## config.mk

```make
export PLATFORM = sky130hd
export DESIGN_NAME = bb3_window
export DESIGN_NICKNAME = d
export VERILOG_FILES = /design/src/rtl/bb3_pkg.sv /design/src/rtl/bb3_window.sv
export SDC_FILE = /design/constraint.sdc
export NUM_CORES = 1
export LEC_CHECK = 0
export ABC_AREA = 0
export BUFFER_PORTS_ARGS = -buffer_cell sky130_fd_sc_hd__buf_2
export CAP_MARGIN = 20
export CORE_MARGIN = 5
export CORE_UTILIZATION = 55
export DETAILED_ROUTE_END_ITERATION = 7
export HOLD_SLACK_MARGIN = 0.06
export PLACE_DENSITY_LB_ADDON = 0.3
export SETUP_SLACK_MARGIN = 0.2
export SYNTH_ARGS = -nofsm -noshare
export SYNTH_HDL_FRONTEND = slang
export SYNTH_SLANG_ARGS = --single-unit
export TNS_END_PERCENT = 50
```

## constraint.sdc

```tcl
create_clock -name clk_i -period 7 [get_ports clk_i]
set_input_delay 0 -clock clk_i [delete_from_list [all_inputs] [get_ports clk_i]]
set_output_delay 0 -clock clk_i [all_outputs]
set_load 0.01 [all_outputs]
```

## src/rtl/bb3_pkg.sv

```systemverilog
`timescale 1ns / 1ps

package bb3_pkg;

  // Configuration port
  localparam int CFG_W       = 11;
  localparam int PADDR_W     = 3;
  localparam int PDATA_W     = 32;
  localparam int REG_IDX_BIT = 2;

  // Pixel data
  localparam int PIX_W       = 32;
  localparam int RGB_W       = 24;
  localparam int CH_W        = 8;
  localparam int SUM_W       = 12;
  localparam int RECIP_W     = 15;
  localparam int RECIP_SH    = 16;
  localparam int OUT_COORD_W = 10;

  localparam logic [CH_W-1:0] ALPHA_OPAQUE = 8'hFF;

  // Reciprocals scaled by 2^RECIP_SH, exact for every sum a window can give
  localparam logic [RECIP_W-1:0] RECIP_4 = 15'd16384;
  localparam logic [RECIP_W-1:0] RECIP_6 = 15'd10923;
  localparam logic [RECIP_W-1:0] RECIP_9 = 15'd7282;

  typedef enum logic {
    REG_FRAME_WIDTH  = 1'b0,
    REG_FRAME_HEIGHT = 1'b1
  } reg_idx_e;

  // Number of in-frame pixels in the neighbourhood
  typedef enum logic [1:0] {
    DIV4 = 2'd0,
    DIV6 = 2'd1,
    DIV9 = 2'd2
  } div_e;

  // Per-channel window sums, index 2 red, 1 green, 0 blue
  typedef logic [2:0][SUM_W-1:0] sums_t;

  // Position and edge flags of the blurred pixel an item produces
  typedef struct packed {
    logic                   produce;
    logic                   last;
    logic                   row_top;
    logic                   row_bot;
    logic                   col_left;
    logic                   col_right;
    logic [OUT_COORD_W-1:0] col;
    logic [OUT_COORD_W-1:0] row;
  } pos_t;

  function automatic logic [RECIP_W-1:0] recip(input div_e d);
    logic [RECIP_W-1:0] r;
    case (d)
      DIV4:    r = RECIP_4;
      DIV6:    r = RECIP_6;
      DIV9:    r = RECIP_9;
      default: r = RECIP_4;
    endcase
    return r;
  endfunction

endpackage

```

## src/rtl/bb3_window.sv

```systemverilog
`timescale 1ns / 1ps

module bb3_window (
  input  logic                       clk_i,
  input  logic                       rst_ni,
  input  logic                       shift_i,
  input  logic [bb3_pkg::RGB_W-1:0]  top_i,
  input  logic [bb3_pkg::RGB_W-1:0]  mid_i,
  input  logic [bb3_pkg::RGB_W-1:0]  bot_i,
  input  bb3_pkg::pos_t              pos_i,
  output bb3_pkg::sums_t             sums_o,
  output bb3_pkg::div_e              div_o
);

  import bb3_pkg::*;

  logic [RGB_W-1:0] win_q [9];
  logic [2:0]       row_ok, col_ok;

  // Shift the window left and load the new column on the right
  always_ff @(posedge clk_i or negedge rst_ni) begin
    if (!rst_ni) begin
      for (int i = 0; i < 9; i++) begin
        win_q[i] <= '0;
      end
    end else if (shift_i) begin
      for (int r = 0; r < 3; r++) begin
        win_q[r*3]     <= win_q[r*3 + 1];
        win_q[r*3 + 1] <= win_q[r*3 + 2];
      end
      win_q[2] <= top_i;
      win_q[5] <= mid_i;
      win_q[8] <= bot_i;
    end
  end

  assign row_ok = {pos_i.row_bot, 1'b1, pos_i.row_top};
  assign col_ok = {pos_i.col_right, 1'b1, pos_i.col_left};

  // Sum the in-frame taps per channel, row by row
  always_comb begin
    logic [SUM_W-1:0] row_sum;
    logic [SUM_W-1:0] total;
    sums_o = '0;
    for (int ch = 0; ch < 3; ch++) begin
      total = '0;
      for (int r = 0; r < 3; r++) begin
        row_sum = '0;
        for (int c = 0; c < 3; c++) begin
          if (col_ok[c]) begin
            row_sum = row_sum + SUM_W'(win_q[r*3 + c][ch*CH_W +: CH_W]);
          end
        end
        if (row_ok[r]) begin
          total = total + row_sum;
        end
      end
      sums_o[ch] = total;
    end
  end

  // Pick the divisor from the edge flags
  always_comb begin
    if (pos_i.row_top && pos_i.row_bot && pos_i.col_left && pos_i.col_right) begin
      div_o = DIV9;
    end else if ((pos_i.row_top && pos_i.row_bot) || (pos_i.col_left && pos_i.col_right)) begin
      div_o = DIV6;
    end else begin
      div_o = DIV4;
    end
  end

endmodule

```

After elaboration in Yosys (flattened, before gate mapping). Cells that the tools add are included.

Add/sub/neg operators: 24. Mux-type cells: 26. Reduce and logical (&&, ||, !) cells: 5.

Operators by type and width (count): $add A12 B8 Y12 (18); $mux W12 (15); $add A12 B12 Y12 (6); $mux W8 (9); $logic_and A1 B1 Y1 (4); $mux W2 (1); $logic_or A1 B1 Y1 (1); $mux W1 (1).

Flip-flop bits (word level): 216. Input bits: 101. Output and inout bits: 38. Word-level logic and storage cells: 64.

Longest topological paths before layout.
Depth after elaboration: 8. Depth in mapped cells: 29. Gate-level depth less buffers: 27.

Least setup slack after synthesis. Ideal clock, no wire load.

Kind: input port to output port. From: input pos_i[21] (netlist name). To: output sums_o[33] (netlist name). Data arrival time: 5.068 ns. Required time: 7.000 ns. Path slack: 1.932 ns. Stages on the path: 27. Path buffers: 2. Cells stage by stage: clkbuf_1 clkbuf_1 nand2_1 fa_1 nor2b_1 o21ai_0 nor2b_1 xnor2_1 ha_1 o21a_1 a21boi_0 nor2_1 mux2_2 and2_1 ha_1 o21a_1 o31a_1 o21a_1 nor2_1 xnor2_1 ha_1 a2111oi_0 o21ai_1 a31o_2 a21oi_2 xnor2_1 mux2_2.

RTL lines: from (decl) (RTL line bb3_window.sv:10) `input bb3_pkg::pos_t pos_i,`; to (decl) (RTL line bb3_window.sv:11) `output bb3_pkg::sums_t sums_o,`.

==> metrics.txt <==
status=finished, final reports clean; R2R cell count=1; Crit-path slowest cell=a2111oi_0; worst skew pair latency=0.53 ns; DR vias=13404; H-tree depth reported by CTS=1; Power Density=462 nW/um^2; Sink Count=216; Synth Area in Simple Gates=9.71%; global-route wire length before repair=65.8 mm; cell row count=65; Post-Route WL=38.7 mm; Total GRT Usage=21.8%; Synth Flop Type=dfrtp_1; RR Endpoint=win_q[159]$_DFFE_PN0P_; Arr. time, crit path=6.29 ns; VDD IR-drop max=0.000335 V; reg2reg start=win_q[159]$_DFFE_PN0P_; post-synthesis cell count=1754; Port Buf Inserts=116; synth unique cells=61; leading cell types in the layout, fill and taps excluded=mux2_2 (243), dfrtp_1 (216), ha_1 (204); XOR/XNOR Fraction of Synth Area=6.86%; hold_buf cts=75; worst slew pin tran=1.08 ns; fin. max-slew vios=0; sequential-to-total area share from yosys stat=30.9%; die area=35500 sq um; GR Overflow Total=0; Core Area=31500 sq um; Final Util=63.7%; R2R setup slack=6.09 ns; final setup vio count=0; Worst Clk Skew=0.0211 ns; largest reg by FF count=win_q; Pleak=9.16 nW; clock-pin slew of the registers on the worst-case setup and hold paths=0.06 ns; main combinational cell family by area after synthesis=adder cells; Post-CTS Resized=0; Largest regs=win_q: 216 flops; Critical Path RT=7.00 ns; Critical Path Stages=28; average vias per placed instance=5.71; HP Class=primary input to asynchronous set/reset pin; DRT iter0 DRCs=536; Syn Nets=2083; Initial Util=55.6%; Die Width=188 microns; DRT Pass-1 Iters=5; Routed Antenna Nets=0; Worst Path Max Fanout=5; CP Launch Type=flop; DRC viols=0; origin of the worst setup path=win_q[208]$_DFFE_PN0P_; Root Buffer=clkbuf_16; setup TNS=0 ns; Max Clock Freq=0.159 GHz; antenna violations before repair=0; Yosys warnings=0; kind of cell adding the most delay to the critical path=compound AO/OA/AOI/OAI gates; max FFs per register=216; wire length per cell=16.5 microns; critical setup path kind=flop to output pin; # fillers=2544; CP peak stage delay=0.41 ns; CTS max path bufs=3; Mapped Area=17500 sq um; Placed Instances=2229; crit end category=output pin; Non-Filler Instances=2349; PnR worst setup slack=0.714 ns; Post-Syn Area per Cell=9.97 sq um; MaxCap Viol Count=0; Worst Setup EP=sums_o[33]; Antenna diodes=0; compound-cell area share of the yosys netlist=15.9%; gpl congestion=0.866; Post-synth EDFFs=0; cell mode on critical path=ha_1; ys async rst share=100%; number of global-route vias before repair=13795; number of I/O pins=139; Post-CTS Repair Setup Buffers=0; share of layout cells above drive strength 1=21.6%; post-synthesis adder-cell area fraction=17.3%; total CTS buffers=25; largest net degree at the start of global routing=97; Place WS=1.08 ns; TritonCTS clock tree=yes; DP HPWL=29.2 mm; WP buf/inv=2; Final #Nets=2258; commonest non-fill, non-tap cell in the layout=mux2_2; Area Growth Syn to Fin=14.6%; Final Critical Period=6.29 ns; Final Power=9.25 mW; mux contribution to synthesized area=16.3%; Yosys reg bits=216; Slew HR=27.8%; final hold viol count=0; Final Cycle Share=89.8%; Die Ht=188 microns; RSZ-0062 raised after global routing=false
-- cell families (layout without fill, tap and decap cells) --
group	count (synthesis)	in the layout
compound gates	430	430
simple gates	351	351
mux	254	254
fa+ha+maj	228	228
flops	216	216
buf+inv	138	331
xor+xnor	137	137
-- metrics by stage --
step           instance area (sq um)  hold slack [ns]
3_3_place_gp                   18500           0.0504
3_5_place_dp                   18500           0.0596
2_1_floorplan                  17500           -0.296
4_1_cts                        20000           0.0891
6_report                       20000           0.0838
5_1_grt                        20000            0.144
-- Yosys cell counts, drive strengths merged, types with 3 or more instances --
master / number / area (sq um)
mux2: 243 / 2740
dfrtp: 216 / 5410
ha: 204 / 2550
nor2: 131 / 492
o21ai: 118 / 594
a21oi: 106 / 538
inv: 85 / 319
xnor2: 83 / 727
and2: 70 / 438
nand2: 70 / 263
o21a: 54 / 405
xor2: 54 / 473
clkbuf: 40 / 150
a211oi: 32 / 240
a21o: 28 / 210
fa: 24 / 480
nor2b: 21 / 131
nand2b: 17 / 106
nor3: 16 / 80.1
o21bai: 14 / 105
buf: 13 / 61.3
o2bb2ai: 13 / 114
o31a: 12 / 105
mux2i: 11 / 110
nor3b: 9 / 67.6
a21boi: 7 / 52.6
o31ai: 7 / 66.3
o41ai: 7 / 61.3
o211ai: 5 / 37.5
or4: 5 / 41.3
a31oi: 4 / 31.3
nand3: 4 / 20.0
a2111oi: 3 / 32.5
a21bo: 3 / 30.0
-- where the power goes --
group	switching [mW]	internal, mW
Combinational	3.40	2.95
Sequential	0.136	1.43
Clock	0.515	0.810
Total	4.05	5.20
-- metal layers --
metal | up-vias | global-route usage (%) | share of wire [%]
met5 | - | 0 | 0
met2 | 219 | 38.0 | 47
li1 | 6622 | - | -
met4 | 0 | 6.28 | 3.2
met3 | 68 | 2.82 | 3.6
met1 | 6495 | 28.6 | 46
-- layout make-up --
class | count | area [sq um] | area share [%]
flip-flops and latches | 216 | 5410 | 27.0
clock inverters | 8 | 121 | 0.606
clock buffers | 37 | 711 | 3.55
multi-input cells | 1400 | 11600 | 57.7
repair buffers | 201 | 1430 | 7.11
inverters | 85 | 319 | 1.59
well taps | 402 | 503 | 2.51
-- worst min path at each step --
stage	start	endpoint	slack, ns	cells after the start
CTS	rst_ni	win_q[110]$_DFFE_PN0P_	0.09	2
floorplan	rst_ni	win_q[0]$_DFFE_PN0P_	-0.30	0
finish	rst_ni	win_q[110]$_DFFE_PN0P_	0.08	2
detailed placement	rst_ni	win_q[109]$_DFFE_PN0P_	0.06	1
global placement	rst_ni	win_q[84]$_DFFE_PN0P_	0.05	1
global route	rst_ni	win_q[110]$_DFFE_PN0P_	0.14	2
(Power assumes the default switching activity.)
