**config.mk**
```make
export PLATFORM = sky130hd
export DESIGN_NAME = bb3_scan
export DESIGN_NICKNAME = d
export VERILOG_FILES = /design/src/rtl/bb3_pkg.sv /design/src/rtl/bb3_scan.sv
export SDC_FILE = /design/constraint.sdc
export NUM_CORES = 1
export LEC_CHECK = 0
export BUFFER_PORTS_ARGS = -buffer_cell sky130_fd_sc_hd__buf_2
export CAP_MARGIN = 20
export CORE_MARGIN = 2
export CORE_UTILIZATION = 40
export CTS_CLUSTER_DIAMETER = 100
export DETAILED_ROUTE_END_ITERATION = 12
export HOLD_SLACK_MARGIN = 0.12
export SETUP_SLACK_MARGIN = 0.2
export SYNTH_ARGS = -nofsm -noshare
export SYNTH_HDL_FRONTEND = slang
export SYNTH_SLANG_ARGS = --single-unit
export TNS_END_PERCENT = 20
```
**constraint.sdc**
```tcl
create_clock -name clk_i -period 3.9 [get_ports clk_i]
set_clock_uncertainty 0.2 [all_clocks]
set_input_delay 0.975 -clock clk_i [delete_from_list [all_inputs] [get_ports clk_i]]
set_output_delay 0.975 -clock clk_i [all_outputs]
set_load 0.1 [all_outputs]
```
**src/rtl/bb3_pkg.sv**
```systemverilog
`timescale 1ns / 1ps

package bb3_pkg;

  // Configuration port
  localparam int CFG_W       = 11;
  localparam int PADDR_W     = 3;
  localparam int PDATA_W     = 32;
  localparam int REG_IDX_BIT = 2;

  // Pixel data
  localparam int PIX_W       = 32;
  localparam int RGB_W       = 24;
  localparam int CH_W        = 8;
  localparam int SUM_W       = 12;
  localparam int RECIP_W     = 15;
  localparam int RECIP_SH    = 16;
  localparam int OUT_COORD_W = 10;

  localparam logic [CH_W-1:0] ALPHA_OPAQUE = 8'hFF;

  // Reciprocals scaled by 2^RECIP_SH, exact for every sum a window can give
  localparam logic [RECIP_W-1:0] RECIP_4 = 15'd16384;
  localparam logic [RECIP_W-1:0] RECIP_6 = 15'd10923;
  localparam logic [RECIP_W-1:0] RECIP_9 = 15'd7282;

  typedef enum logic {
    REG_FRAME_WIDTH  = 1'b0,
    REG_FRAME_HEIGHT = 1'b1
  } reg_idx_e;

  // Number of in-frame pixels in the neighbourhood
  typedef enum logic [1:0] {
    DIV4 = 2'd0,
    DIV6 = 2'd1,
    DIV9 = 2'd2
  } div_e;

  // Per-channel window sums, index 2 red, 1 green, 0 blue
  typedef logic [2:0][SUM_W-1:0] sums_t;

  // Position and edge flags of the blurred pixel an item produces
  typedef struct packed {
    logic                   produce;
    logic                   last;
    logic                   row_top;
    logic                   row_bot;
    logic                   col_left;
    logic                   col_right;
    logic [OUT_COORD_W-1:0] col;
    logic [OUT_COORD_W-1:0] row;
  } pos_t;

  function automatic logic [RECIP_W-1:0] recip(input div_e d);
    logic [RECIP_W-1:0] r;
    case (d)
      DIV4:    r = RECIP_4;
      DIV6:    r = RECIP_6;
      DIV9:    r = RECIP_9;
      default: r = RECIP_4;
    endcase
    return r;
  endfunction

endpackage

```
**src/rtl/bb3_scan.sv**
```systemverilog
`timescale 1ns / 1ps

module bb3_scan #(
  parameter int MAX_WIDTH  = 1024,
  parameter int MAX_HEIGHT = 1024,
  localparam int COL_W  = $clog2(MAX_WIDTH),
  localparam int DIM_W  = $clog2(MAX_WIDTH + 1),
  localparam int HDIM_W = $clog2(MAX_HEIGHT + 1),
  localparam int ROW_W  = $clog2(MAX_HEIGHT + 2)
) (
  input  logic              clk_i,
  input  logic              rst_ni,
  input  logic              restart_i,
  input  logic              step_i,
  input  logic              kind_i,
  input  logic [DIM_W-1:0]  width_i,
  input  logic [HDIM_W-1:0] height_i,
  output logic              process_o,
  output logic [COL_W-1:0]  col_o,
  output bb3_pkg::pos_t     pos_o
);

  import bb3_pkg::*;

  logic [COL_W-1:0] in_col_q, in_col_d;
  logic [ROW_W-1:0] in_row_q, in_row_d;
  logic [DIM_W-1:0] col_ext, col_inc, ocol;
  logic [ROW_W-1:0] h_ext, orow;
  logic             drain, first;
  logic [31:0]      ocol_full, orow_full;

  assign col_ext = DIM_W'(in_col_q);
  assign col_inc = col_ext + DIM_W'(1);
  assign h_ext   = ROW_W'(height_i);
  assign first   = (in_col_q == '0);

  // Drain rows take flush ticks only, the frame proper takes pixels only
  assign drain     = (in_row_q >= h_ext);
  assign process_o = kind_i ? drain : !drain;
  assign col_o     = in_col_q;

  // Centre of the window the item completes
  assign ocol = first ? (width_i - DIM_W'(1)) : (col_ext - DIM_W'(1));
  assign orow = first ? (in_row_q - ROW_W'(2)) : (in_row_q - ROW_W'(1));
  assign ocol_full = 32'(ocol);
  assign orow_full = 32'(orow);

  always_comb begin
    pos_o.produce   = (in_row_q >= ROW_W'(2)) || ((in_row_q == ROW_W'(1)) && !first);
    pos_o.last      = first && (in_row_q == h_ext + ROW_W'(1));
    pos_o.row_top   = (orow != '0);
    pos_o.row_bot   = (orow < h_ext - ROW_W'(1));
    pos_o.col_left  = (ocol != '0);
    pos_o.col_right = (ocol < width_i - DIM_W'(1));
    pos_o.col       = ocol_full[OUT_COORD_W-1:0];
    pos_o.row       = orow_full[OUT_COORD_W-1:0];
  end

  // Advance the raster position, restart after the last drain tick or on a register write
  always_comb begin
    in_col_d = in_col_q;
    in_row_d = in_row_q;
    if (restart_i) begin
      in_col_d = '0;
      in_row_d = '0;
    end else if (step_i && process_o) begin
      if (pos_o.last) begin
        in_col_d = '0;
        in_row_d = '0;
      end else if (col_inc >= width_i) begin
        in_col_d = '0;
        in_row_d = in_row_q + ROW_W'(1);
      end else begin
        in_col_d = col_inc[COL_W-1:0];
      end
    end
  end

  always_ff @(posedge clk_i or negedge rst_ni) begin
    if (!rst_ni) begin
      in_col_q <= '0;
      in_row_q <= '0;
    end else begin
      in_col_q <= in_col_d;
      in_row_q <= in_row_d;
    end
  end

  a_col_in_frame: assert property (@(posedge clk_i) disable iff (!rst_ni)
    col_ext < width_i)
    else $error("column counter beyond frame width");

  a_restart_after_last: assert property (@(posedge clk_i) disable iff (!rst_ni)
    step_i && process_o && pos_o.last |=> (in_col_q == '0) && (in_row_q == '0))
    else $error("frame did not restart after its last pixel");

endmodule

```
# Word level (Yosys, flattened, before mapping)
# Cells that the tools add are included.
# word_totals
register_bits	21
inputBits	27
out_inout_bits	37
elab_cells	40
# op_classes
addsub	8
order_cmp	5
eq_ne	2
mux	11
reduce_logical	12
# ops
operator	n
11-bit two-way mux	6
10-bit two-way mux	4
11-bit by 1-bit subtractor with 11-bit output, second input constant	3
11-bit by 1-bit adder with 11-bit output, second input constant	2
11-bit >= comparator	2
11-bit less-than comparator	2
11-bit nonzero test	2
10-bit by 1-bit adder with 11-bit output, second input constant	1
11-bit by 1-bit == test with 1-bit output, second input constant	1
11-bit == test	1
11-bit by 2-bit >= comparator with 1-bit output, second input constant	1
10-bit by 1-bit subtractor with 11-bit output, second input constant	1
11-bit by 2-bit subtractor with 11-bit output, second input constant	1
10-bit zero test	1
1-bit logical AND	3
3-bit nonzero test	1
1-bit zero test	2
2-bit AND reduction	1
2-bit nonzero test	1
1-bit logical OR	1
1-bit two-way mux	1

# Depth between registers and ports, before layout
# logic_depth
ltp_word	6
mapped_depth	15
ltp_nobuf	13

# Worst setup path before layout
# Ideal clock, no wire load.
# synth_timing
path_kind	flip-flop to output port
startpoint	register in_col_q[0], in the netlist col_o[0]
endpoint	output pos_o[22] (netlist bit)
arrival_time_ns	6.659
required_time_ns	2.725
setup_slack_ns	-3.934
path_stages_with_launch	13
path_buffers	2
cell_sequence	dfrtp_1 -> clkbuf_1 -> inv_1 -> ha_1 -> nor2b_1 -> and3_1 -> buf_6 -> o21ai_0 -> nor2_1 -> xor2_1 -> ha_1 -> o21a_1 -> o21ai_0
# synth_rtl
item	line_no	rtl
start: declaration	bb3_scan.sv:25	logic [COL_W-1:0] in_col_q, in_col_d;
start signal: assignment	bb3_scan.sv:84	in_col_q <= in_col_d;
end: declaration	bb3_scan.sv:20	output bb3_pkg::pos_t pos_o

==> results.env <==
STATUS='finished with violations'
FAILED_CHECKS='setup timing'
POST_SYNTH_NUM_CELL_TYPES=69
SETUP_WS_NS=-0.8072
DIE-HEIGHT_UM=101.5
DETAILEDROUTE.FIRSTPASSITERATIONCOUNT=4
POSTLAYOUTCOREUTIL=0.7016
WIRELENGTH_MM=13.26
SYNTH_AREA_LEADER_CELL='sky130_fd_sc_hd__ha_1'
WORST_R2R_ENDPOINT='col_o[1]$_DFFE_PN0P_'
ANTENNA_DIODES=0
VIAS_PER_CELL=5.491
HTREEDEPTH=1
YOSYS_WARNINGS=0
CP_DATA_ARRIVAL_TIME_NS=3.53
MAPPEDNETLISTAREA_MM2=0.003800
CRITICAL_PATH.ENDPOINT_TYPE='primary output'
DIE-AREA_MM2=0.01030
SLEW_VIOLATIONS=0
POSTSYNTHCELLCOUNT=488
FMAX_MHz=212.4
CRITICAL_PATH.SLOWEST_CELL='sky130_fd_sc_hd__or4_4'
SYNTH_ENABLE_FLOP_CELLS=0
IO_BUFFERS=63
CELL_TYPES_WITH_THE_LARGEST_AREA_SHARE_AFTER_SYNTHESIS='sky130_fd_sc_hd__ha_1 18%, sky130_fd_sc_hd__dfrtp_1 14%, sky130_fd_sc_hd__xnor2_1 7.8%'
CTS-ROOT-TO-SINK-BUFFERS=2
SYNTH_COMPOUND_GATE_AREA_SHARE=0.2101
GRT_SETUP_UNREPAIRED='yes'
WORST_MARGIN_SLEW_NS=0.4895
COREAREA_MM2=0.009240
SYN_AREA_PER_CELL_UM2=7.787
FLOW.AREA_GROWTH_FROM_SYNTHESIS_PCT=70.60
FRACTION_OF_LAYOUT_INSTANCES_USING_A_DRIVE_STRENGTH_ABOVE_1=0.4836
POST_PLACE_WORST_SLACK_NS=-1.033
GLOBALROUTETOTALUTIL=0.2566
SYNTH.CELLS.MOST_FREQUENT='55 x sky130_fd_sc_hd__ha_1, 39 x sky130_fd_sc_hd__nand2_1, 34 x sky130_fd_sc_hd__inv_1, 34 x sky130_fd_sc_hd__xnor2_1, 27 x sky130_fd_sc_hd__nor2_1'
DETAILROUTE.VIA_COUNT=4398
CP_DATA_REQUIRED_TIME_NS=2.72
CRIT_START='width_i[3]'
ASYNCSETRESETFLOPFRACSYNTH=1.000
LAYOUT_WORST_PATH_CYCLE_SHARE=1.207
PATH_CLASS='in -> out'
GRT_START_MAX_NET_PINS=25
TIMING.CRITICAL_PATH.FANOUT_MAX=2
CTS_MADE_BUFFERS=3
SHARE_OF_SYNTHESIZED_AREA_OCCUPIED_BY_FLIP_FLOPS_AND_LATCHES=0.1383
VDD_DROP_MAX_V=0.0002121
SYNTH_SIMPLE_GATE_AREA_SHARE=0.2697
POSTROUTEANTENNANETS=0
PROPORTION_OF_SYNTHESIZED_AREA_IN_MUX_CELLS=0.01317
OVERFLOW=0
CTS.CLK_SLEW.WORST_PATHS_NS=0.08
CRITICAL_PATH.ENDPOINT='pos_o[20]'
YOSYS_MOST_USED_DFF='sky130_fd_sc_hd__dfrtp_1'
SYNTH.FF_LATCH_COUNT=21
CRITPATHLAUNCHTYPE='primary input'
SYN_NETS=570
TIMING.SLEW.HEADROOM=0.6737
HOLD_PATH_CLASS='reg -> reg'
MAX-CAP-VIOLATIONS=0
FLOORPLAN.INITIALDENSITY=0.4112
YOSYS.AREA_SHARE.XOR_XNOR=0.1129
QUANTITY_OF_HOLD_FIXING_BUFFERS_ADDED_AFTER_CTS=0
GRT_PASS1_WL_MM=21.19
FIRST_GLOBAL_VIAS=4310
CPPEAKSTAGEDELAY_NS=0.56
SYNTH-ADDER-AREA-SHARE=0.1811
GP_CONGESTION=0.8914
CELL_REPEATED_MOST_ALONG_THE_WORST_PATH='sky130_fd_sc_hd__buf_6'
DIE_W_UM=101.5
FIN_TOTAL_PWR_mW=1.762
DESIGN.FINAL.NETS=755
STATIC_POWER_DUE_TO_LEAKAGE_nW=2.953
POWER.DENSITY_CELL_AREA_mW_PER_MM2=271.8
FINALSETUPTNS_NS=-2.410
TRITONCTS='done'
RRSETUPSLACK_NS=0.40
MAIN_COMBINATIONAL_CELL_FAMILY_BY_AREA_AFTER_SYNTHESIS='simple AND/OR/NAND/NOR gates'
POST-DP-HPWL_MM=10.59
DRT_FIRST_ITER_VIOLATIONS=206
NUMBER_OF_CLOCK_SINKS=21
TIMING.FINAL.HOLD_VIOLATIONS=0
REG2REGPATHDEPTH=14
R2R-START='col_o[0]$_DFFE_PN0P_'
CORE.ROWCOUNT=35
WORSTPATHCELLLIST='buf_6, or4_4, buf_6, nor2_4, buf_6, and3_4, xnor2_4, o221a_4, ha_4, a21o_1, a221oi_2, and2_4, buf_12'
IO_PINS=64
TOTAL_OF_ENDPOINTS_WITH_NEGATIVE_SETUP_SLACK_IN_THE_FINAL_REPORT=6
WORST_HOLD_PATH.NUM_CELLS=1
GRT_ANTENNA_BEFORE_REPAIR=0
FINALWORSTPATHREQUIREDPERIOD_NS=4.707
CLOCK_TREE_ROOT_BUFFER_CELL='sky130_fd_sc_hd__clkbuf_8'
WORST_SKEW_PAIR.LATE_LATENCY_NS=0.26
ROUTE.DETAILED.DRC=0
ROUTED_WIRELENGTH_NORMALIZED_BY_INSTANCE_COUNT_UM=16.56
YOSYSTOPAREACELLSHARE=0.1811
WHS_NS=0.3654
POST-SYNTH-TOP-COUNT-CELL='sky130_fd_sc_hd__ha_1'
cell usage in the layout, fill, tap and decap left out, types with 7 or more instances in the layout:
cell type,n
sky130_fd_sc_hd__buf_4,139
sky130_fd_sc_hd__ha_1,46
sky130_fd_sc_hd__buf_2,40
sky130_fd_sc_hd__nand2_1,38
sky130_fd_sc_hd__inv_1,30
sky130_fd_sc_hd__xnor2_1,25
sky130_fd_sc_hd__nor2_1,22
sky130_fd_sc_hd__buf_12,18
sky130_fd_sc_hd__nand3_1,15
sky130_fd_sc_hd__o21ai_0,15
sky130_fd_sc_hd__a21oi_1,14
sky130_fd_sc_hd__buf_6,14
sky130_fd_sc_hd__nor3_1,12
sky130_fd_sc_hd__nand4_1,12
sky130_fd_sc_hd__dfrtp_1,11
sky130_fd_sc_hd__xor2_1,10
sky130_fd_sc_hd__and3_1,9
sky130_fd_sc_hd__ha_4,9
sky130_fd_sc_hd__a21o_1,7
worst min path at each step:
stage                     slack [ns]                    start                 endpoint
final                           0.37     col_o[2]$_DFFE_PN0P_     col_o[2]$_DFFE_PN0P_
after global routing            0.39     col_o[2]$_DFFE_PN0P_     col_o[2]$_DFFE_PN0P_
after CTS                       0.37     col_o[2]$_DFFE_PN0P_     col_o[2]$_DFFE_PN0P_
after detailed placement        0.35     col_o[2]$_DFFE_PN0P_     col_o[2]$_DFFE_PN0P_
after global placement          0.36     col_o[2]$_DFFE_PN0P_     col_o[2]$_DFFE_PN0P_
after floorplan                 0.40  in_row_q[1]$_DFFE_PN0P_  in_row_q[1]$_DFFE_PN0P_
cells by family after synthesis:
family	count (synthesis)
AOI/OAI and AO/OA	110
xor gates and xnor gates	49
adders and majority gates	55
buffers and inverters	65
DFF	21
muxes	5
and+or+nand+nor	183
critical path, delay by kind of cell:
kind	cells	cell delay, ns
and+or+nand+nor	4	1.06
AOI/OAI and AO/OA	3	0.65
xor gates and xnor gates	1	0.12
adders and majority gates	1	0.20
buffers and inverters	4	0.50
routing by layer:
layer / vias to the layer above / wire length (µm) / track usage
met5: - / 0 / 0
met1: 2134 / 6499 / 0.3802
li1: 2169 / - / -
met2: 88 / 6259 / 0.4203
met3: 7 / 424 / 0.01518
met4: 0 / 80 / 0.03846
layout make-up:
class / count / area, µm²
timing repair buffer: 211 / 1762
sequential: 21 / 548.0
tap: 129 / 161.4
fill: 736 / 2758
inverter: 34 / 132.6
clock buffer: 3 / 41.29
clock inverter: 1 / 5.005
multi-input combinational: 402 / 3832
per-stage QoR:
stage,instance area (µm²),instances
CTS,6261,796
global placement,5868,785
global route,6482,801
detailed placement,5868,785
floorplan,4275,488
finish,6482,801
sequential cells by signal, indices dropped and copies added (netlist names):
signal and count:
in_row_q 11, col_o 10
repair_timing:
| item | 4_1_cts | 5_1_grt |
|---|---|---|
| setup buffers | 7 | 5 |
| gates resized for setup | 50 | 33 |
| endpoints found under the hold margin | 0 | 0 |
| pin swaps | 36 | 17 |
| setup endpoints to repair | 17 | 20 |
power breakdown:
| group | internal (mW) | leakage, nW | switching (mW) |
|---|---|---|---|
| clock | 0.0714 | 0.0255 | 0.0757 |
| combinational | 0.570 | 2.65 | 0.819 |
| sequential | 0.222 | 0.274 | 0.00332 |
Power figures use the tool's default switching activity.
