--- src/rtl/bb3_pkg.sv ---
`timescale 1ns / 1ps

package bb3_pkg;

  // Configuration port
  localparam int CFG_W       = 11;
  localparam int PADDR_W     = 3;
  localparam int PDATA_W     = 32;
  localparam int REG_IDX_BIT = 2;

  // Pixel data
  localparam int PIX_W       = 32;
  localparam int RGB_W       = 24;
  localparam int CH_W        = 8;
  localparam int SUM_W       = 12;
  localparam int RECIP_W     = 15;
  localparam int RECIP_SH    = 16;
  localparam int OUT_COORD_W = 10;

  localparam logic [CH_W-1:0] ALPHA_OPAQUE = 8'hFF;

  // Reciprocals scaled by 2^RECIP_SH, exact for every sum a window can give
  localparam logic [RECIP_W-1:0] RECIP_4 = 15'd16384;
  localparam logic [RECIP_W-1:0] RECIP_6 = 15'd10923;
  localparam logic [RECIP_W-1:0] RECIP_9 = 15'd7282;

  typedef enum logic {
    REG_FRAME_WIDTH  = 1'b0,
    REG_FRAME_HEIGHT = 1'b1
  } reg_idx_e;

  // Number of in-frame pixels in the neighbourhood
  typedef enum logic [1:0] {
    DIV4 = 2'd0,
    DIV6 = 2'd1,
    DIV9 = 2'd2
  } div_e;

  // Per-channel window sums, index 2 red, 1 green, 0 blue
  typedef logic [2:0][SUM_W-1:0] sums_t;

  // Position and edge flags of the blurred pixel an item produces
  typedef struct packed {
    logic                   produce;
    logic                   last;
    logic                   row_top;
    logic                   row_bot;
    logic                   col_left;
    logic                   col_right;
    logic [OUT_COORD_W-1:0] col;
    logic [OUT_COORD_W-1:0] row;
  } pos_t;

  function automatic logic [RECIP_W-1:0] recip(input div_e d);
    logic [RECIP_W-1:0] r;
    case (d)
      DIV4:    r = RECIP_4;
      DIV6:    r = RECIP_6;
      DIV9:    r = RECIP_9;
      default: r = RECIP_4;
    endcase
    return r;
  endfunction

endpackage

--- src/rtl/bb3_cfg.sv ---
`timescale 1ns / 1ps

module bb3_cfg #(
  parameter int MAX_WIDTH  = 1024,
  parameter int MAX_HEIGHT = 1024,
  localparam int DIM_W  = $clog2(MAX_WIDTH + 1),
  localparam int HDIM_W = $clog2(MAX_HEIGHT + 1)
) (
  input  logic                         clk_i,
  input  logic                         rst_ni,
  input  logic                         psel,
  input  logic                         penable,
  input  logic                         pwrite,
  input  logic [bb3_pkg::PADDR_W-1:0]  paddr,
  input  logic [bb3_pkg::PDATA_W-1:0]  pwdata,
  output logic [bb3_pkg::PDATA_W-1:0]  prdata,
  output logic                         pready,
  output logic                         restart_o,
  output logic [DIM_W-1:0]             width_o,
  output logic [HDIM_W-1:0]            height_o
);

  import bb3_pkg::*;

  logic [CFG_W-1:0] width_q, width_d;
  logic [CFG_W-1:0] height_q, height_d;
  logic             wr;
  reg_idx_e         idx;
  logic [31:0]      width_full, height_full;

  assign pready    = 1'b1;
  assign wr        = psel && penable && pwrite;
  assign idx       = reg_idx_e'(paddr[REG_IDX_BIT]);
  assign restart_o = wr;

  // Decode register writes
  always_comb begin
    width_d  = width_q;
    height_d = height_q;
    if (wr) begin
      case (idx)
        REG_FRAME_WIDTH:  width_d  = pwdata[CFG_W-1:0];
        REG_FRAME_HEIGHT: height_d = pwdata[CFG_W-1:0];
        default: ;
      endcase
    end
  end

  always_ff @(posedge clk_i or negedge rst_ni) begin
    if (!rst_ni) begin
      width_q  <= CFG_W'(800);
      height_q <= CFG_W'(600);
    end else begin
      width_q  <= width_d;
      height_q <= height_d;
    end
  end

  // Read back the stored bits
  always_comb begin
    case (idx)
      REG_FRAME_WIDTH:  prdata = PDATA_W'(width_q);
      REG_FRAME_HEIGHT: prdata = PDATA_W'(height_q);
      default:          prdata = '0;
    endcase
  end

  // Saturate the dimensions in use
  always_comb begin
    if (width_q < CFG_W'(2)) begin
      width_full = 32'd2;
    end else if (32'(width_q) > 32'(MAX_WIDTH)) begin
      width_full = 32'(MAX_WIDTH);
    end else begin
      width_full = 32'(width_q);
    end
    if (height_q < CFG_W'(2)) begin
      height_full = 32'd2;
    end else if (32'(height_q) > 32'(MAX_HEIGHT)) begin
      height_full = 32'(MAX_HEIGHT);
    end else begin
      height_full = 32'(height_q);
    end
  end

  assign width_o  = width_full[DIM_W-1:0];
  assign height_o = height_full[HDIM_W-1:0];

endmodule

--- config.mk ---
export PLATFORM = sky130hd
export DESIGN_NAME = bb3_cfg
export DESIGN_NICKNAME = d
export VERILOG_FILES = /design/src/rtl/bb3_pkg.sv /design/src/rtl/bb3_cfg.sv
export SDC_FILE = /design/constraint.sdc
export NUM_CORES = 1
export LEC_CHECK = 0
export ABC_AREA = 1
export ABC_CLOCK_PERIOD_IN_PS = 1200
export BUFFER_PORTS_ARGS = -buffer_cell sky130_fd_sc_hd__buf_2
export CORE_MARGIN = 2
export CORE_UTILIZATION = 41
export DETAILED_ROUTE_END_ITERATION = 8
export PLACE_DENSITY = 0.89
export SLEW_MARGIN = 20
export SYNTH_ARGS = -nofsm -noshare
export SYNTH_HDL_FRONTEND = slang
export SYNTH_SLANG_ARGS = --single-unit
export TNS_END_PERCENT = 30
--- constraint.sdc ---
create_clock -name clk_i -period 1.2 [get_ports clk_i]
set_input_delay 0.12 -clock clk_i [delete_from_list [all_inputs] [get_ports clk_i]]
set_output_delay 0.12 -clock clk_i [all_outputs]
set_load 0.02 [all_outputs]
# == After elaboration in Yosys (flattened, before gate mapping) ==
# Index checks and enable logic that the tools add are counted.
# op_classes
addsub,0
multipliers,0
div,0
order_cmp,4
n_eq_ne,0
shifts,0
mux,5
bitwise_logic,1
reduce_logical,4
# ops
cell,count
32-bit one-hot mux with 2 select lines,1
11-bit 2-to-1 mux,4
"11-bit greater-than comparator, second input constant",2
"11-bit by 2-bit less-than comparator with 1-bit output, second input constant",2
2-bit AND reduction,2
1-bit logical AND,2
1-bit NOT,1
# totals
ff_bits,22
latch_bits,0
ram_bits,0
rom_bits,0
out_inout_bits,56
memories,0

# == Longest topological paths before layout ==
# Gate-level depths: netlist of run 1.
# logic_depth
ltp_word,3
mapped_depth,7

# == Least setup slack after synthesis of run 1 ==
# OpenSTA, ideal clock, no wires.
# synth_path
kind,register to output
startpoint,reg height_q[2]
endpoint,out height_o[3]
arrival_ns,1.193
t_required_ns,1.080
path_slack_ns,-0.113
stages_incl_launch_ff,6
path_cell_list,dfrtp_1 -> nor2_1 -> nand2_1 -> nor2_1 -> nand2_2 -> a21boi_1
# synth_via
elab_chain_cells,3
elab_cells_between_ends,4
classes_between,order compare: 2; mux: 2
# synth_lines
element,line_no,source
start: declaration,bb3_cfg.sv:26,"logic [CFG_W-1:0] height_q, height_d;"
start signal: assignment,bb3_cfg.sv:55,height_q <= height_d;
11-bit greater-than comparator,bb3_cfg.sv:79,end else if (32'(height_q) > 32'(MAX_HEIGHT)) begin
11-bit 2-to-1 mux,bb3_cfg.sv:79,
11-bit 2-to-1 mux (*),bb3_cfg.sv:77,if (height_q < CFG_W'(2)) begin
end: declaration,bb3_cfg.sv:20,output logic [HDIM_W-1:0] height_o
# Mark *: on every way between the ends. The rest lies on a longest branch, timed or not.

# == Final worst setup path of run 1 ==
# layout_path
startpoint,reg width_q[6]
endpoint,out width_o[8]
# layout_via
elab_chain_cells,3
elab_cells_between_ends,4
classes_between,order compare: 2; mux: 2
# layout_lines
element,line_no,source
start: declaration,bb3_cfg.sv:25,"logic [CFG_W-1:0] width_q, width_d;"
start signal: assignment,bb3_cfg.sv:54,width_q <= width_d;
11-bit greater-than comparator,bb3_cfg.sv:72,end else if (32'(width_q) > 32'(MAX_WIDTH)) begin
11-bit 2-to-1 mux,bb3_cfg.sv:72,
11-bit 2-to-1 mux (*),bb3_cfg.sv:70,if (width_q < CFG_W'(2)) begin
end: declaration,bb3_cfg.sv:19,"output logic [DIM_W-1:0] width_o,"
# Marked as above.

==> results of run 1 <==
[critical path, delay by kind of cell (launching register included)]
kind | cells | cell delay [ns]
DFF | 1 | 0.41
and+or+nand+nor | 4 | 0.54
AOI/OAI and AO/OA | 1 | 0.18
buffers and inverters | 1 | 0.14
[per-stage QoR]
step / cell area [um2] / TNS, ns / std cells / total power [uW]
after floorplan: 1511 / -0.9196 / 218 / 1893
after global placement: 1807 / -1.393 / 308 / 2366
after detailed placement: 1807 / -2.109 / 308 / 2406
after CTS: 2008 / -9.523 / 314 / 2996
after global routing: 2151 / -12.21 / 314 / 3418
final: 2151 / -10.18 / 314 / 3239
[power by group through the flow]
stage / Clock [uW] / Combinational (uW) / Sequential [uW]
2_1_floorplan: 0 / 872 / 1020
3_3_place_gp: 0 / 1370 / 997
3_5_place_dp: 0 / 1400 / 1010
4_1_cts: 348 / 1640 / 1000
5_1_grt: 388 / 1990 / 1040
6_report: 356 / 1850 / 1030
[cell families after synthesis]
group | synth area share [%]
other cells | 0.5350
buf+inv | 21.21
compound gates | 18.63
simple gates | 19.79
flops | 39.84
[registers in the layout, summed over array words and instances (netlist names)]
register and flops:
width_q 11, height_q 11
[cell type report]
cell class                      count  area share, %
Clock buffer                        4          1.222
Multi-Input combinational cell    141          37.29
Inverter                           24          4.305
Timing Repair Buffer               77          28.45
Tap cell                           46          2.676
Sequential cell                    22          26.06
[worst max path at each step]
stage                     start          end  cells past startpoint
finish               width_q[6]   width_o[8]                      6
global route         width_q[6]   width_o[1]                      8
CTS                 height_q[2]  height_o[1]                      8
detailed placement   width_q[7]   width_o[7]                      6
global placement    height_q[3]  height_o[1]                      8
floorplan            width_q[7]   width_o[2]                      5
[per-layer routing]
metal  wire (um)  vias up  share of wire, %  global-route usage [%]
li1            -      713                 -                       -
met1        1662      700                41                   23.53
met2        2035       70                51                   34.01
met3         224       16               5.6                   1.441
met4          94        0               2.3                   5.556
met5           0        -                 0                       0
[cells in the mapped netlist (all sizes together)]
library cell	instances	share of area [%]
dfrtp	15	27
and3	2	0.89
o21ai	32	11
inv	24	6.4
a21boi	7	4.0
nand3	1	0.36
nand2	53	15
conb	2	0.53
nor2	13	3.5
nor3	1	0.36
a21oi	9	3.2
clkbuf	4	1.1
buf	28	14
dfstp	7	13
[repair_timing]
item | 4_1_cts | 5_1_grt
setup endpoints to repair | 32 | 32
buffers inserted | 0 | 0
hold buffers | 1 | 0
gates resized for setup | 62 | 45
pin swaps | 4 | 10
endpoints found under the hold margin | 15 | 0
cloned | 1 | 0
==> impl_metrics.env, run 1 <==
export IMPL_gp_congestion=0.9000
export IMPL_clock_skew_ns=0
export IMPL_synth_area_um2=1404
export IMPL_peakVddDrop_mv=0.5744
export IMPL_clkPwrFrac_pct=11.0
export IMPL_powerDensity_nw_per_um2=1506
export IMPL_num_vias=1499
export IMPL_num_io_pins=96
export IMPL_cts_root_buf="clkbuf_4"
export IMPL_drc_errors=0
export IMPL_crit_fanout=5
export IMPL_worstReg2RegEnd="height_q[6]"
export IMPL_worstHoldStart="pwdata[9]"
export IMPL_cts_sinks=22
export IMPL_min_period_ns=1.689
export IMPL_grt_start_max_net_pins=24
export IMPL_holdPathEnd="height_q[9]"
export IMPL_hold_path_class="input pin to register"
export IMPL_pre_cts_slack_ns=-0.1492
export IMPL_violations="setup timing"
export IMPL_rows=21
export IMPL_max_stage_delay_ns=0.41
export IMPL_fmax_mhz=592.1
export IMPL_grt_pass1_wl_um=6016
export IMPL_antenna_found_initial=0
export IMPL_portBuffers=50
export IMPL_die_h_um=62.52
export IMPL_p_int_uw=1864
export IMPL_avgRoutedWirePerCell_um=12.79
export IMPL_ys_seq_area_share_pct=39.84
export IMPL_cts_tree="built"
export IMPL_rsz0062_at_grt="yes"
export IMPL_grt_overflow=0
export IMPL_post_route_util_pct=64.97
export IMPL_setup_slack_ns=-0.4889
export IMPL_die_area_um2=3908
export IMPL_whs_ns=0.05995
export IMPL_clk_latency_ns=0.31
export IMPL_drive_above_1_share_pct=50.75
export IMPL_clk_pin_slew_ns=0.13
export IMPL_clock_path_buffers=2
export IMPL_synthesis_instances=198
export IMPL_max_slew_margin_rel_pct=65.92
export IMPL_die_w_um=62.52
export IMPL_syn_to_final_growth_pct=53.21
export IMPL_r2r_start="height_q[6]"
export IMPL_fill_cells=276
export IMPL_swShare_pct=42.46
export IMPL_cts_htree_levels=1
export IMPL_drtIter0Drc=103
export IMPL_routed_wirelength_um=4017
export IMPL_grt_pass1_vias=1331
export IMPL_drtPass1Iterations=4
export IMPL_reg2reg_depth=3
export IMPL_crit_type="register to output port"
export IMPL_ys_warn_count=0
export IMPL_cp_end_kind="output port"
export IMPL_cts_inserted_buffers=3
export IMPL_multiInputGateArea_um2=802.0
export IMPL_yosys_cell_types_count=18
export IMPL_slew_violations=0
export IMPL_dpl_hpwl_um=2656
export IMPL_core_um2=3311
export IMPL_holdPathStages=3
export IMPL_switching_power_uw=1375
export IMPL_power_leakage_uw=0.001138
export IMPL_setup_viol=31
export IMPL_crit_chain="nor2_2, nand2_1, nor2_4, nand2_4, a21oi_2, buf_6"
export IMPL_max_cap_viol_count=0
export IMPL_ys_ff_latch=22
export IMPL_arrival_ns=1.57
export IMPL_startpoint_type="register"
export IMPL_final_cell_mix="39 x nand2_1, 32 x buf_4, 23 x o21ai_0"
export IMPL_r2r_setup_slack_ns=0.33
export IMPL_worst_pin_slew_ns=0.5111
export IMPL_min_period_over_period_pct=140.7
export IMPL_grt_total_usage_pct=18.67
export IMPL_start_util_pct=42.40
export IMPL_required_ns=1.08
export IMPL_regArea_um2=560.5
export IMPL_antennaDiodeCount=0
export IMPL_status="finished with violations"
export IMPL_final_antenna_net_count=0
export IMPL_via_per_inst=4.774
export IMPL_syn_avg_cell_area_um2=7.090
export IMPL_layout_nets=309
export IMPL_p_comb_share_pct=57.2
export IMPL_critical_path_slowest_cell="dfrtp_1"
export IMPL_power_frac_seq_pct=31.8
export IMPL_hold_viol=0
export IMPL_mostFrequentLayoutCell="nand2_1"
(Power assumes the default switching activity.)
==> run 2, diff against run 1 <==
Settings changed: CORE_MARGIN 2 to 1, PLACE_DENSITY 0.89 to 0.87.
==> run 2 against run 1 <==
Effect of this change: the run still ends with setup timing left; final area is 0.64% higher; total power is 0.82% higher; sequential share of layout area is 0.17 points lower; global-route usage is 2.1 points higher; cell count is 0.96% higher; maximum frequency is 1.9% higher; combinational power hardly changed; first-iteration DRC count is 63% lower; worst setup slack better by 0.032 ns.
==> impl_metrics.env, run 2 (synthesis gave the netlist of run 1 again) <==
export IMPL_grt_total_usage_pct=20.81
export IMPL_crit_fanout=3
export IMPL_hold_viol=0
export IMPL_min_period_ns=1.657
export IMPL_drive_above_1_share_pct=47.25
export IMPL_grt_overflow=0
export IMPL_rows=20
export IMPL_cts_htree_levels=1
export IMPL_finalPower_uw=3265
export IMPL_slew_violations=0
export IMPL_power_leakage_uw=0.001161
export IMPL_num_vias=1473
export IMPL_min_period_over_period_pct=138.1
export IMPL_antenna_found_initial=0
export IMPL_dpl_cell_count=310
export IMPL_dr_wl_met2_um=1918
export IMPL_via_per_inst=4.647
export IMPL_max_cap_viol_count=0
export IMPL_dpl_hpwl_um=2739
export IMPL_final_cell_mix="44 x nand2_1, 41 x buf_4, 22 x inv_1, 22 x o21ai_0, 22 x conb_1"
export IMPL_mostFrequentLayoutCell="nand2_1"
export IMPL_peakVddDrop_mv=0.8529
export IMPL_arrival_ns=1.54
export IMPL_setup_slack_ns=-0.4569
export IMPL_route_met3_wl_um=186
export IMPL_cts_tree="built"
export IMPL_reg_largest_list="height_q (11), width_q (11)"
export IMPL_r2r_start="height_q[6]"
export IMPL_wirelength_met1_um=1530
export IMPL_avgRoutedWirePerCell_um=11.76
export IMPL_fmax_mhz=603.5
export IMPL_highest_layer="met4"
export IMPL_violations="setup timing"
export IMPL_whs_ns=0.05908
export IMPL_die_h_um=60.52
export IMPL_rsz0062_at_grt="yes"
export IMPL_status="finished with violations"
export IMPL_grt_start_max_net_pins=24
export IMPL_die_w_um=60.52
export IMPL_worstReg2RegEnd="height_q[6]"
export IMPL_drtPass1Iterations=4
export IMPL_worstHoldStart="pwdata[3]"
export IMPL_setup_viol=31
export IMPL_crit_type="register to output port"
export IMPL_holdPathEnd="height_q[3]"
export IMPL_layout_cells_non_filler=317
export IMPL_routed_wirelength_um=3727
export IMPL_clk_latency_ns=0.30
export IMPL_clock_skew_ns=0
export IMPL_grt_pass1_wl_um=5589
export IMPL_gp_congestion=0.8793
export IMPL_powerDensity_nw_per_um2=1509
export IMPL_final_antenna_net_count=0
export IMPL_clock_path_buffers=2
export IMPL_cp_end_kind="output port"
export IMPL_post_route_util_pct=68.65
export IMPL_holdPathStages=3
export IMPL_portBuffers=50
export IMPL_r2r_setup_slack_ns=0.34
export IMPL_cts_root_buf="clkbuf_4"
export IMPL_cts_sinks=22
export IMPL_startpoint_type="register"
export IMPL_layout_nets=314
export IMPL_die_area_um2=3662
export IMPL_core_um2=3153
export IMPL_start_util_pct=44.52
export IMPL_drc_errors=0
export IMPL_num_io_pins=96
export IMPL_clk_pin_slew_ns=0.12
export IMPL_pre_cts_slack_ns=-0.1602
export IMPL_grt_pass1_vias=1269
export IMPL_drtIter0Drc=38
export IMPL_syn_to_final_growth_pct=54.19
export IMPL_reg2reg_depth=3
export IMPL_cts_inserted_buffers=3
export IMPL_hold_path_class="input pin to register"
export IMPL_antennaDiodeCount=0
export IMPL_required_ns=1.08
run 2: changes by cell type in the layout (fill, tap and decap cells not counted), moves of 2 or more:
cell / previous run / this run
buf_4: 32 / 41
a21oi_1: 1 / 6
a21oi_2: 8 / 3
nand2_1: 39 / 44
nand2_2: 12 / 8
buf_2: 22 / 19
o21ai_1: 2 / 5
buf_6: 21 / 19
inv_1: 20 / 22
o21ai_2: 6 / 4
run 2: what timing repair did:
action / CTS / global route
pin swaps: 6 / 6
gates resized for setup: 63 / 30
cloned: 1 / 0
buffers inserted: 1 / 0
hold buffers: 1 / 0
endpoints found under the setup margin: 33 / 33
endpoints found under the hold margin: 15 / 0
run 2: worst max path at each step:
stage	depth (start not counted)	slack, ns	end	start
after CTS	8	-0.45	height_o[1]	height_q[3]
after global routing	8	-0.54	width_o[1]	width_q[3]
after detailed placement	6	-0.16	width_o[2]	width_q[7]
after global placement	8	-0.11	height_o[1]	height_q[3]
final	7	-0.46	width_o[0]	width_q[5]
after floorplan	5	-0.07	width_o[2]	width_q[7]
run 2: final cells by class:
cell class              instances  area (um2)
flip-flops and latches         22       560.5
fillers                       250       988.4
well taps                      44       55.05
clock buffers                   4       36.28
inverters                      24       90.09
repair buffers                 82       661.9
multi-input cells             141       760.7
run 2: power breakdown:
part | internal, uW | switching (uW)
Clock | 185 | 219
Sequential | 913 | 99.2
Combinational | 850 | 1000
run 2: worst max-delay path, stage by stage (launching register included):
cell and delay (ns):
dfstp_2 0.56, nor2_1 0.04, nand2_1 0.11, nor2_4 0.06, buf_4 0.14, nand2_4 0.05
and3_4 0.17, buf_6 0.11
run 2: per-stage QoR:
stage          area (um2)  TNS (ns)
2_1_floorplan        1511   -0.9196
4_1_cts              2056    -9.616
6_report             2165    -9.080
3_5_place_dp         1847    -1.925
3_3_place_gp         1847    -1.126
5_1_grt              2165    -11.46
run 2: routing by layer:
metal / vias to the layer above / global-route usage (%)
met3: 8 / 2.132
met4: 0 / 7.792
met5: - / 0
met1: 676 / 27.13
li1: 730 / -
met2: 59 / 35.79
